[config.mk]
export PLATFORM = sky130hd
export DESIGN_NAME = mm4_ctrl
export DESIGN_NICKNAME = d
export VERILOG_FILES = /design/src/hw/rtl/mm4_pkg.sv /design/src/hw/rtl/mm4_ctrl.sv
export SDC_FILE = /design/constraint.sdc
export NUM_CORES = 1
export LEC_CHECK = 0
export BUFFER_PORTS_ARGS = -buffer_cell sky130_fd_sc_hd__buf_2
export CAP_MARGIN = 5
export CORE_AREA = 3 3 40 42
export DETAILED_ROUTE_END_ITERATION = 6
export DIE_AREA = 0 0 43 45
export PLACE_DENSITY_LB_ADDON = 0.2
export SLEW_MARGIN = 20
export SYNTH_ARGS = -nofsm -noshare
export SYNTH_HDL_FRONTEND = slang
export SYNTH_SLANG_ARGS = --single-unit
[constraint.sdc]
create_clock -name clk -period 2.1 [get_ports clk]
set_input_delay 0.21 -clock clk [delete_from_list [all_inputs] [get_ports clk]]
set_output_delay 0.21 -clock clk [all_outputs]
set_load 0.05 [all_outputs]
[src/hw/rtl/mm4_pkg.sv]
// shared types and constants for the 4x4 fixed-point matrix multiply
`timescale 1ns / 1ps

package mm4_pkg;

	localparam int DATA_W     = 32;
	localparam int ROW_W      = 2;
	localparam int IO_COLS    = 4;
	localparam int KMAX_W     = 3;
	localparam int DIM_DEF    = 4;
	localparam int FRAC_DEF   = 16;
	localparam int S_TDATA_W  = 264;
	localparam int M_TDATA_W  = 136;

	typedef logic [DATA_W-1:0] word_t;
	typedef word_t [IO_COLS-1:0] row_t;

	localparam word_t SAT_MAX = 32'h7fff_ffff;
	localparam word_t SAT_MIN = 32'h8000_0000;

	typedef enum logic [2:0] {
		ST_IDLE,
		ST_RUN,
		ST_DRAIN,
		ST_LATCH,
		ST_OUT
	} mm4_state_t;

	typedef struct packed {
		logic              load;
		logic              step;
		logic              first;
		logic              last;
		logic              latch;
		logic [ROW_W-1:0]  row;
		logic [KMAX_W-1:0] k;
	} mm4_cmd_t;

	typedef struct packed {
		logic acc_done;
	} mm4_status_t;

endpackage

[src/hw/rtl/mm4_ctrl.sv]
// sequencer for loads, dot-product steps and result beats
`timescale 1ns / 1ps

module mm4_ctrl #(
	parameter int DIM = mm4_pkg::DIM_DEF
) (
	input  logic                clk,
	input  logic                arst_n,
	input  logic                in_valid,
	input  logic                in_final,
	output logic                in_ready,
	output logic                out_valid,
	input  logic                out_ready,
	output mm4_pkg::mm4_cmd_t   cmd,
	input  mm4_pkg::mm4_status_t status
);
	import mm4_pkg::*;

	localparam int ROWS_OUT = (DIM < IO_COLS) ? DIM : IO_COLS;

	mm4_state_t        state_q, state_n;
	logic [ROW_W-1:0]  row_q, row_n;
	logic [KMAX_W-1:0] k_q, k_n;

	always_ff @(posedge clk or negedge arst_n) begin
		if (!arst_n) begin
			state_q <= ST_IDLE;
			row_q   <= '0;
			k_q     <= '0;
		end else begin
			state_q <= state_n;
			row_q   <= row_n;
			k_q     <= k_n;
		end
	end

	always_comb begin
		state_n   = state_q;
		row_n     = row_q;
		k_n       = k_q;
		in_ready  = 1'b0;
		out_valid = 1'b0;
		cmd       = '0;
		cmd.row   = row_q;
		cmd.k     = k_q;
		case (state_q)
			ST_IDLE: begin
				in_ready = 1'b1;
				cmd.load = in_valid;
				if (in_valid && in_final) begin
					state_n = ST_RUN;
					row_n   = '0;
					k_n     = '0;
				end
			end
			ST_RUN: begin
				cmd.step  = 1'b1;
				cmd.first = (k_q == '0);
				cmd.last  = (k_q == KMAX_W'(DIM - 1));
				if (k_q == KMAX_W'(DIM - 1)) begin
					state_n = ST_DRAIN;
				end else begin
					k_n = k_q + KMAX_W'(1);
				end
			end
			ST_DRAIN: begin
				if (status.acc_done) begin
					state_n = ST_LATCH;
				end
			end
			ST_LATCH: begin
				cmd.latch = 1'b1;
				state_n   = ST_OUT;
			end
			ST_OUT: begin
				out_valid = 1'b1;
				if (out_ready) begin
					if (row_q == ROW_W'(ROWS_OUT - 1)) begin
						state_n = ST_IDLE;
					end else begin
						state_n = ST_RUN;
						row_n   = row_q + ROW_W'(1);
						k_n     = '0;
					end
				end
			end
			default: begin
				state_n = ST_IDLE;
			end
		endcase
	end

endmodule

After elaboration in Yosys (flattened, before gate mapping)
Index checks and enable logic that the tools add are counted.
{"block": "op_classes", "add_sub_neg": 2, "n_eq_ne": 12, "muxes": 20, "n_reduce_logical": 8}
{"operator": "3-bit two-way mux", "count": 9}
{"operator": "3-bit case mux with 5 select lines", "count": 1}
{"operator": "2-bit != test (second input constant)", "count": 6}
{"operator": "3-bit by 2-bit == test with 1-bit output (second input constant)", "count": 3}
{"operator": "3-bit case mux with 3 select lines", "count": 1}
{"operator": "4-bit AND reduction", "count": 2}
{"operator": "3-bit logical NOT", "count": 2}
{"operator": "2-bit two-way mux", "count": 3}
{"operator": "1-bit two-way mux", "count": 5}
{"operator": "5-bit AND reduction", "count": 1}
{"operator": "2-bit case mux with 2 select lines", "count": 1}
{"operator": "3-bit by 1-bit adder with 3-bit output (second input constant)", "count": 1}
{"operator": "3-bit by 1-bit == test with 1-bit output (second input constant)", "count": 1}
{"operator": "3-bit == test (second input constant)", "count": 1}
{"operator": "3-bit nonzero test", "count": 1}
{"operator": "2-bit by 1-bit adder with 2-bit output (second input constant)", "count": 1}
{"operator": "2-bit == test (second input constant)", "count": 1}
{"operator": "2-bit nonzero test", "count": 1}
{"operator": "1-bit logical AND", "count": 1}
{"block": "totals", "reg_bits": 8, "input_bits": 6, "output_inout_bits": 12, "wordCells": 45}

Depth between registers and ports, before layout
Gate-level depths: netlist (run 1).
{"block": "logic_depth", "depth_word": 4, "mapped_depth": 6, "depth_no_buf": 6}

Least setup slack after synthesis (run 1)
No wires, ideal clock.
{"block": "synth_path", "path_kind": "register to output", "start": "reg state_q[2]", "end": "out cmd[9] (netlist bit)", "arrival_ns": 2.231, "t_required_ns": 1.890, "slack_ns": -0.341, "stages_incl_launch_ff": 4, "n_path_buf": 1, "path_cell_list": "dfrtp_1 > buf_6 > nor3_1 > and2_1"}
{"element": "start: declaration", "line_no": "mm4_ctrl.sv:21", "source": "mm4_state_t state_q, state_n;"}
{"element": "start signal: assignment", "line_no": "mm4_ctrl.sv:31", "source": "state_q <= state_n;"}
{"element": "end: declaration", "line_no": "mm4_ctrl.sv:14", "source": "output mm4_pkg::mm4_cmd_t cmd,"}

==> flow_metrics.env, run 1 <==
export IMPL_status="completed"
export IMPL_dieWidth_um=43
export IMPL_crit_type="register to output pin"
export IMPL_fmax_mhz=576.3
export IMPL_grt_pass1_wl_mm=1.807
export IMPL_setup_tns_ps=0
export IMPL_viasPerCell=5.228
export IMPL_seq_area_frac_synth=0.3628
export IMPL_clock_sinks=8
export IMPL_netlist_area_um2=551.8
export IMPL_final_setup_viol_count=0
export IMPL_synthArstFlopShare=1.000
export IMPL_ys_warn_count=0
export IMPL_synth_cell_types=30
export IMPL_gp_congestion=0.7311
export IMPL_synth_edff_count=0
export IMPL_worst_setup_path_start_kind="register"
export IMPL_insertion_delay_ps=250
export IMPL_whs_path_depth=3
export IMPL_cts_inserted_buffers=3
export IMPL_required_ps=1890
export IMPL_fp_row_count=13
export IMPL_drive_gt1_frac=0.3506
export IMPL_drt_total_wl_mm=1.074
export IMPL_period_needed_ps=1735
export IMPL_core_area_um2=1285
export IMPL_die_h_um=45
export IMPL_rsz0062_at_grt="false"
export IMPL_dieArea_um2=1935
export IMPL_tritoncts="yes"
export IMPL_rr_worst_depth=5
export IMPL_fin_hold_ws_ps=233.6
export IMPL_clk_pin_slew_ps=60
export IMPL_crit_buf_inv=1
export IMPL_hold_viol_final=0
export IMPL_ant_nets=0
export IMPL_avgSynthCellArea_um2=9.352
export IMPL_cp_end_kind="output pin"
export IMPL_area_growth_pct=21.32
export IMPL_start_util=0.4294
export IMPL_routedWlPerCell_um=11.67
export IMPL_grt_total_usage=0.1285
export IMPL_ctsResizeCount=0
export IMPL_drtIter0Drc=11
export IMPL_drc=0
export IMPL_slew_violations=0
export IMPL_max_slew_margin=0.6545
export IMPL_r2r_setup_slack_ps=640
export IMPL_worst_path_max_fanout=15
export IMPL_antenna_found_initial=0
export IMPL_portBuffers=17
export IMPL_dp_hpwl_um=829.8
export IMPL_cts_root_buffer="clkbuf_4"
export IMPL_ios=18
export IMPL_fin_crit_sh=0.8263
export IMPL_max_cap_violations=0
export IMPL_post_cts_buffers=0
export IMPL_ys_ff_latch=8
export IMPL_grt_ovfl_total=0
export IMPL_syn_nets=69
export IMPL_first_pass_iters=4
export IMPL_synthFlopType="dfrtp_1"
export IMPL_worstSetupPathDepth=3
export IMPL_tightestPinTransition_ps=518.2
export IMPL_syn_inst=59
export IMPL_grt_pass1_vias=423
export IMPL_crit_path_top_delay_cell="dfrtp_1"
export IMPL_arrival_ps=1530
export IMPL_hold_path_class="input port to register"
export IMPL_holdBufCountCts=1
export IMPL_vias=481
export IMPL_slowest_delay_ps=560
export IMPL_skew_ps=8.732
export IMPL_htree_levels=1
export IMPL_num_antenna_cells=0
export IMPL_crit_family="flip-flops"
export IMPL_nets=89
export IMPL_path_cells="nor3b_2, and3_1, buf_2"
export IMPL_cts_buffer_depth=2
export IMPL_grt_max_degree=16
-- cell usage in the layout, fill, tap and decap left out --
| cell | Yosys | routed |
|---|---|---|
| clkbuf_4 | 0 | 3 |
| nor4b_2 | 1 | 1 |
| dfrtp_1 | 8 | 8 |
| nand2_2 | 1 | 1 |
| inv_1 | 5 | 5 |
| nand2_1 | 5 | 5 |
| o32a_1 | 1 | 1 |
| ha_1 | 4 | 4 |
| o21a_1 | 1 | 1 |
| a22o_1 | 2 | 2 |
| o22ai_1 | 1 | 1 |
| nand2_4 | 1 | 1 |
| nand2b_1 | 2 | 2 |
| nor2_1 | 3 | 3 |
| dlygate4sd3_1 | 0 | 1 |
| o21ai_1 | 2 | 2 |
| nor3_2 | 1 | 2 |
| o211a_1 | 1 | 1 |
| a21o_1 | 1 | 1 |
| o21ai_0 | 1 | 1 |
| and3_1 | 1 | 1 |
| a21oi_1 | 2 | 2 |
| nor3b_2 | 1 | 1 |
| nand3b_1 | 1 | 1 |
| and2_1 | 3 | 3 |
| nand3_1 | 2 | 2 |
| buf_2 | 1 | 17 |
| nor3_1 | 3 | 2 |
| nor2_4 | 1 | 1 |
| and3b_1 | 1 | 1 |
-- through the flow --
stage	setup slack, ps	instance area, um^2	std cells	utilization
floorplan	37.24	556.8	59	-
global placement	652.8	636.9	88	0.4956
detailed placement	623.1	636.9	88	0.4956
CTS	386.2	669.4	92	0.5209
global route	281.0	669.4	92	0.5209
finish	364.9	669.4	92	0.5209
-- metal layers --
layer	global-route usage	up-vias	share of wire
met5	0	-	0
met4	0.1084	0	0.0084
met3	0.01992	2	0.065
met2	0.1946	14	0.47
met1	0.1605	223	0.46
li1	-	242	-
-- synth_stat cells, types with 2 or more instances --
| master | instances | area share |
|---|---|---|
| and2_1 | 3 | 0.034 |
| o21ai_1 | 2 | 0.018 |
| inv_1 | 5 | 0.034 |
| nand2b_1 | 2 | 0.023 |
| ha_1 | 4 | 0.091 |
| nand2_1 | 5 | 0.034 |
| nand3_1 | 2 | 0.018 |
| nor2_1 | 3 | 0.020 |
| a22o_1 | 2 | 0.032 |
| nor3_1 | 3 | 0.027 |
| dfrtp_1 | 8 | 0.36 |
| a21oi_1 | 2 | 0.018 |
-- area by class of cell --
class	count	area [um^2]
Timing Repair Buffer	18	95.09
Inverter	5	18.77
Tap cell	15	18.77
Multi-Input combinational cell	43	314.1
Clock buffer	3	22.52
Fill cell	118	615.6
Sequential cell	8	200.2
-- final timing paths --
check	startpoint	to
max	state_q[2]	cmd[7]
min	status	state_q[0]
max reg2reg	k_q[0]	k_q[2]
min reg2reg	row_q[1]	row_q[1]
max in group asynchronous	arst_n	k_q[1]
min in group asynchronous	arst_n	k_q[0]
-- flip-flops by register name (all words and copies together), names as in the netlist --
register and flops:
row_q 2, k_q 3, state_q 3
-- worst reg2reg max path, stage by stage (launching register included) --
cell     delay (ps)
dfrtp_1         390
ha_1            200
ha_1            230
nor4b_2         340
inv_1            80
o22ai_1         130
-- cells by family (layout without fill, tap and decap cells) --
kind of cell               after synthesis  in the layout  synth area share
and+or+nand+nor                         27             27            0.3175
AOI/OAI and AO/OA                       12             12            0.1519
DFF                                      8              8            0.3628
buffers and inverters                    8             26           0.07710
adders and majority gates                4              4           0.09071
Power of run 1 is left out: the tool's default activity adds up to more than one toggle a clock period on the data nets, which glitch-free logic cannot reach.
==> run 2, diff against run 1 <==
CORE_AREA = unset   (was 3 3 40 42)
CORE_MARGIN = 3   (was unset)
CORE_UTILIZATION = 42   (was unset)
DIE_AREA = unset   (was 0 0 43 45)
clock period = 1.5 ns   (was 2.1 ns; I/O delays follow)
==> flow_metrics.env, run 2 (same netlist as run 1, synthesis figures left out) <==
export IMPL_status="completed"
export IMPL_ios=18
export IMPL_grt_pass1_wl_mm=2.035
export IMPL_fin_crit_sh=0.9858
export IMPL_antenna_found_initial=0
export IMPL_skew_ps=8.448
export IMPL_area_growth_pct=48.98
export IMPL_fmax_mhz=676.3
export IMPL_crit_top_cell="ha_4"
export IMPL_seqCellArea_um2=206.4
export IMPL_hold_viol_final=0
export IMPL_crit_family="flip-flops"
export IMPL_startpoint="k_q[1]"
export IMPL_tritoncts="yes"
export IMPL_nets=96
export IMPL_hp_start="status"
export IMPL_max_slew_margin=0.7895
export IMPL_final_setup_viol_count=0
export IMPL_crit_path_top_delay_cell="dfrtp_2"
export IMPL_crit_type="register to output pin"
export IMPL_grt_ovfl_total=0
export IMPL_path_cells="ha_4, ha_4, and2_4, buf_8"
export IMPL_ant_nets=0
export IMPL_drc=0
export IMPL_clock_sinks=8
export IMPL_slew_violations=0
export IMPL_dieWidth_um=42.25
export IMPL_fillerInstances=96
export IMPL_final_cell_mix="13 x buf_2, 5 x inv_1, 5 x nand2_1, 5 x dfrtp_2, 5 x buf_4"
export IMPL_multi_input_area_um2=361.6
export IMPL_insertion_delay_ps=260
export IMPL_cts_root_buffer="clkbuf_4"
export IMPL_final_common_cell="buf_2"
export IMPL_top_layer_used="met4"
export IMPL_clk_pin_slew_ps=60
export IMPL_routedWlPerCell_um=12.04
export IMPL_wl_met3_um=44
export IMPL_drive_gt1_frac=0.5176
export IMPL_fp_row_count=12
export IMPL_grt_max_degree=9
export IMPL_period_needed_ps=1479
export IMPL_first_pass_iters=5
export IMPL_reg_largest_list="k_q (3), state_q (3), row_q (2)"
export IMPL_cp_end_kind="output pin"
export IMPL_gp_congestion=0.7615
export IMPL_htree_levels=1
export IMPL_cts_buffer_depth=2
export IMPL_worst_setup_path_start_kind="register"
export IMPL_fin_hold_ws_ps=194.3
export IMPL_start_util=0.4712
export IMPL_vias=510
export IMPL_grt_pass1_vias=473
export IMPL_die_h_um=42.25
export IMPL_required_ps=1350
export IMPL_final_core_utilization=0.7019
export IMPL_drt_total_wl_mm=1.192
export IMPL_drtIter0Drc=9
export IMPL_viasPerCell=5.152
export IMPL_dieArea_um2=1785
export IMPL_slowest_delay_ps=430
export IMPL_core_area_um2=1171
export IMPL_dp_hpwl_um=869.5
export IMPL_max_cap_violations=0
export IMPL_portBuffers=17
export IMPL_setup_tns_ps=0
export IMPL_cts_inserted_buffers=3
export IMPL_worst_path_max_fanout=5
export IMPL_hold_path_class="input port to register"
export IMPL_grt_total_usage=0.1499
export IMPL_crit_reg2reg_launch="k_q[1]"
export IMPL_rsz0062_at_grt="true"
export IMPL_num_antenna_cells=0
export IMPL_crit_buf_inv=1
export IMPL_arrival_ps=1330
export IMPL_met2_length_um=549
export IMPL_wl_met1_um=566
export IMPL_tightestPinTransition_ps=315.0
[run 2: cell type report]
class                   count  share of cell area
well taps                  14             0.02131
multi-input cells          43              0.4399
clock buffers               4             0.03196
inverters                   5             0.02283
repair buffers             25              0.2329
flip-flops and latches      8              0.2511
[run 2: routing by layer]
metal / vias up / global-route usage
li1: 257 / -
met1: 239 / 0.1890
met2: 10 / 0.2310
met3: 4 / 0.01717
met4: 0 / 0.1118
met5: - / 0
[run 2: what timing repair did]
item | 4_1_cts | 5_1_grt
hold endpoints to repair | 8 | 0
pin swaps | 0 | 3
endpoints found under the setup margin | 4 | 5
gates resized for setup | 9 | 9
hold buffers | 1 | 0
setup buffers | 1 | 1
[run 2: worst paths after layout]
kind | endpoint | slack [ps] | cells past startpoint
max | cmd[6] | 20 | 4
min | state_q[0] | 190 | 3
max reg2reg | k_q[2] | 70 | 5
min reg2reg | row_q[1] | 560 | 1
max in group asynchronous | state_q[2] | 1050 | 2
min in group asynchronous | k_q[2] | 260 | 2
[run 2: worst reg2reg max path: cells and delay by family (launching register included)]
family | cells | cell delay (ps)
compound gates | 1 | 130
fa+ha+maj | 2 | 340
buf+inv | 1 | 90
flops | 1 | 430
simple gates | 1 | 360
[run 2: stage by stage]
step / instances / area (um^2) / setup slack, ps
floorplan: 59 / 586.8 / -157.9
global placement: 92 / 703.2 / 125.7
detailed placement: 92 / 703.2 / 97.73
CTS: 98 / 783.3 / 14.37
global route: 99 / 822.0 / -24.42
finish: 99 / 822.0 / 21.37
Power of run 2 is left out for the same reason.
==> run 3, diff against run 2 <==
CELL_PAD_IN_SITES_DETAIL_PLACEMENT = 0   (was unset)
CELL_PAD_IN_SITES_GLOBAL_PLACEMENT = 2   (was unset)
CORE_UTILIZATION = 25   (was 42)
CTS_CLUSTER_DIAMETER = 120   (was unset)
==> flow_metrics.env, run 3 (same netlist as run 1, synthesis figures left out) <==
export IMPL_status="completed"
export IMPL_fin_hold_ws_ps=196.4
export IMPL_required_ps=1350
export IMPL_slew_violations=0
export IMPL_grt_max_degree=9
export IMPL_dp_hpwl_um=944.5
export IMPL_seqCellArea_um2=207.7
export IMPL_routedWlPerCell_um=11.92
export IMPL_final_common_cell="buf_2"
export IMPL_start_util=0.2729
export IMPL_startpoint="k_q[0]"
export IMPL_tightestPinTransition_ps=260.8
export IMPL_max_cap_violations=0
export IMPL_hold_viol_final=0
export IMPL_portBuffers=17
export IMPL_gp_congestion=0.7167
export IMPL_nets=95
export IMPL_grt_most_used_layer="met2"
export IMPL_worst_path_max_fanout=5
export IMPL_htree_levels=1
export IMPL_insertion_delay_ps=260
export IMPL_clock_sinks=8
export IMPL_cts_root_buffer="clkbuf_4"
export IMPL_final_cells=111
export IMPL_crit_end="cmd[6]"
export IMPL_antenna_found_initial=0
export IMPL_drc=0
export IMPL_drive_gt1_frac=0.5238
export IMPL_drtIter0Drc=3
export IMPL_grt_pass1_vias=447
export IMPL_core_area_um2=2022
export IMPL_viasPerCell=4.414
export IMPL_fp_row_count=16
export IMPL_clk_pin_slew_ps=70
export IMPL_use_met3=0.05070
export IMPL_reg_largest_list="k_q (3), state_q (3), row_q (2)"
export IMPL_tritoncts="yes"
export IMPL_final_cell_mix="13 x buf_2, 6 x dfrtp_2, 6 x buf_4"
export IMPL_cts_buffer_depth=2
export IMPL_dieWidth_um=52.98
export IMPL_final_setup_viol_count=0
export IMPL_arrival_ps=1340
export IMPL_r2r_end="row_q[1]"
export IMPL_dieArea_um2=2807
export IMPL_max_slew_margin=0.8254
export IMPL_first_pass_iters=4
export IMPL_grt_pass1_wl_mm=2.021
export IMPL_drt_total_wl_mm=1.323
export IMPL_ant_nets=0
export IMPL_cp_end_kind="output pin"
export IMPL_fillerInstances=203
export IMPL_rsz0062_at_grt="true"
export IMPL_multi_input_area_um2=369.1
export IMPL_ios=18
export IMPL_area_growth_pct=48.75
export IMPL_r2r_setup_slack_ps=70
export IMPL_grt_total_usage=0.1048
export IMPL_skew_ps=8.145
export IMPL_fin_crit_sh=0.9912
export IMPL_place_inst=103
export IMPL_period_needed_ps=1487
export IMPL_cts_inserted_buffers=3
export IMPL_vias=490
export IMPL_hold_path_class="input port to register"
export IMPL_worst_setup_path_start_kind="register"
export IMPL_fmax_mhz=672.6
export IMPL_num_antenna_cells=0
export IMPL_crit_type="register to output pin"
export IMPL_grt_ovfl_total=0
export IMPL_crit_reg2reg_launch="state_q[2]"
export IMPL_rr_worst_depth=4
export IMPL_die_h_um=52.98
export IMPL_use_met2=0.1653
export IMPL_use_met1=0.1252
## run 3: cell count changes in the layout (fill, tap and decap cells not counted)
cell	previous run	this run
buf_6	3	0
dfrtp_1	3	2
nor4b_4	0	1
buf_4	5	6
buf_8	3	2
dfrtp_2	5	6
and2_4	2	1
and2_2	0	1
nor4b_2	1	0
clkbuf_4	3	5
## run 3: layout make-up
type,count,share of cell area
clock buffers,4,0.03201
inverters,5,0.02287
multi-input cells,43,0.4497
flip-flops and latches,8,0.2530
well taps,27,0.04116
repair buffers,24,0.2012
## run 3: worst min-delay path by stage
stage | start | to | slack, ps | depth (start not counted)
2_1_floorplan | arst_n | k_q[0] | -150 | 0
3_3_place_gp | arst_n | state_q[1] | 10 | 1
3_5_place_dp | arst_n | state_q[1] | 20 | 1
4_1_cts | out_ready | state_q[2] | 190 | 3
5_1_grt | out_ready | state_q[2] | 200 | 3
6_report | out_ready | state_q[2] | 200 | 3
## run 3: per-layer routing
layer | vias up | share of wire
met5 | - | 0
li1 | 254 | -
met3 | 2 | 0.066
met1 | 218 | 0.48
met4 | 0 | 0.0076
met2 | 16 | 0.45
## run 3: through the flow
stage / area [um^2] / util / TNS, ps / setup slack [ps]
2_1_floorplan: 586.8 / - / -352.5 / -157.9
3_3_place_gp: 704.4 / 0.3484 / 0 / 46.03
3_5_place_dp: 704.4 / 0.3484 / 0 / 53.65
4_1_cts: 784.5 / 0.3880 / 0 / 9.218
5_1_grt: 820.8 / 0.4059 / -58.47 / -35.74
6_report: 820.8 / 0.4059 / 0 / 13.22
## run 3: worst max-delay path, cell delays in order, from the launching register on
cell     delay [ps]
dfrtp_2         430
ha_4            170
ha_4            170
and2_4          160
buf_8           140
## run 3: repair_timing
action                                  CTS  global route
setup buffers                             1             2
resized for setup                         9             5
hold endpoints to repair                  8             0
pin swaps                                 0             1
hold buffers                              1             0
endpoints found under the setup margin    6             6
Power of run 3 is left out for the same reason.
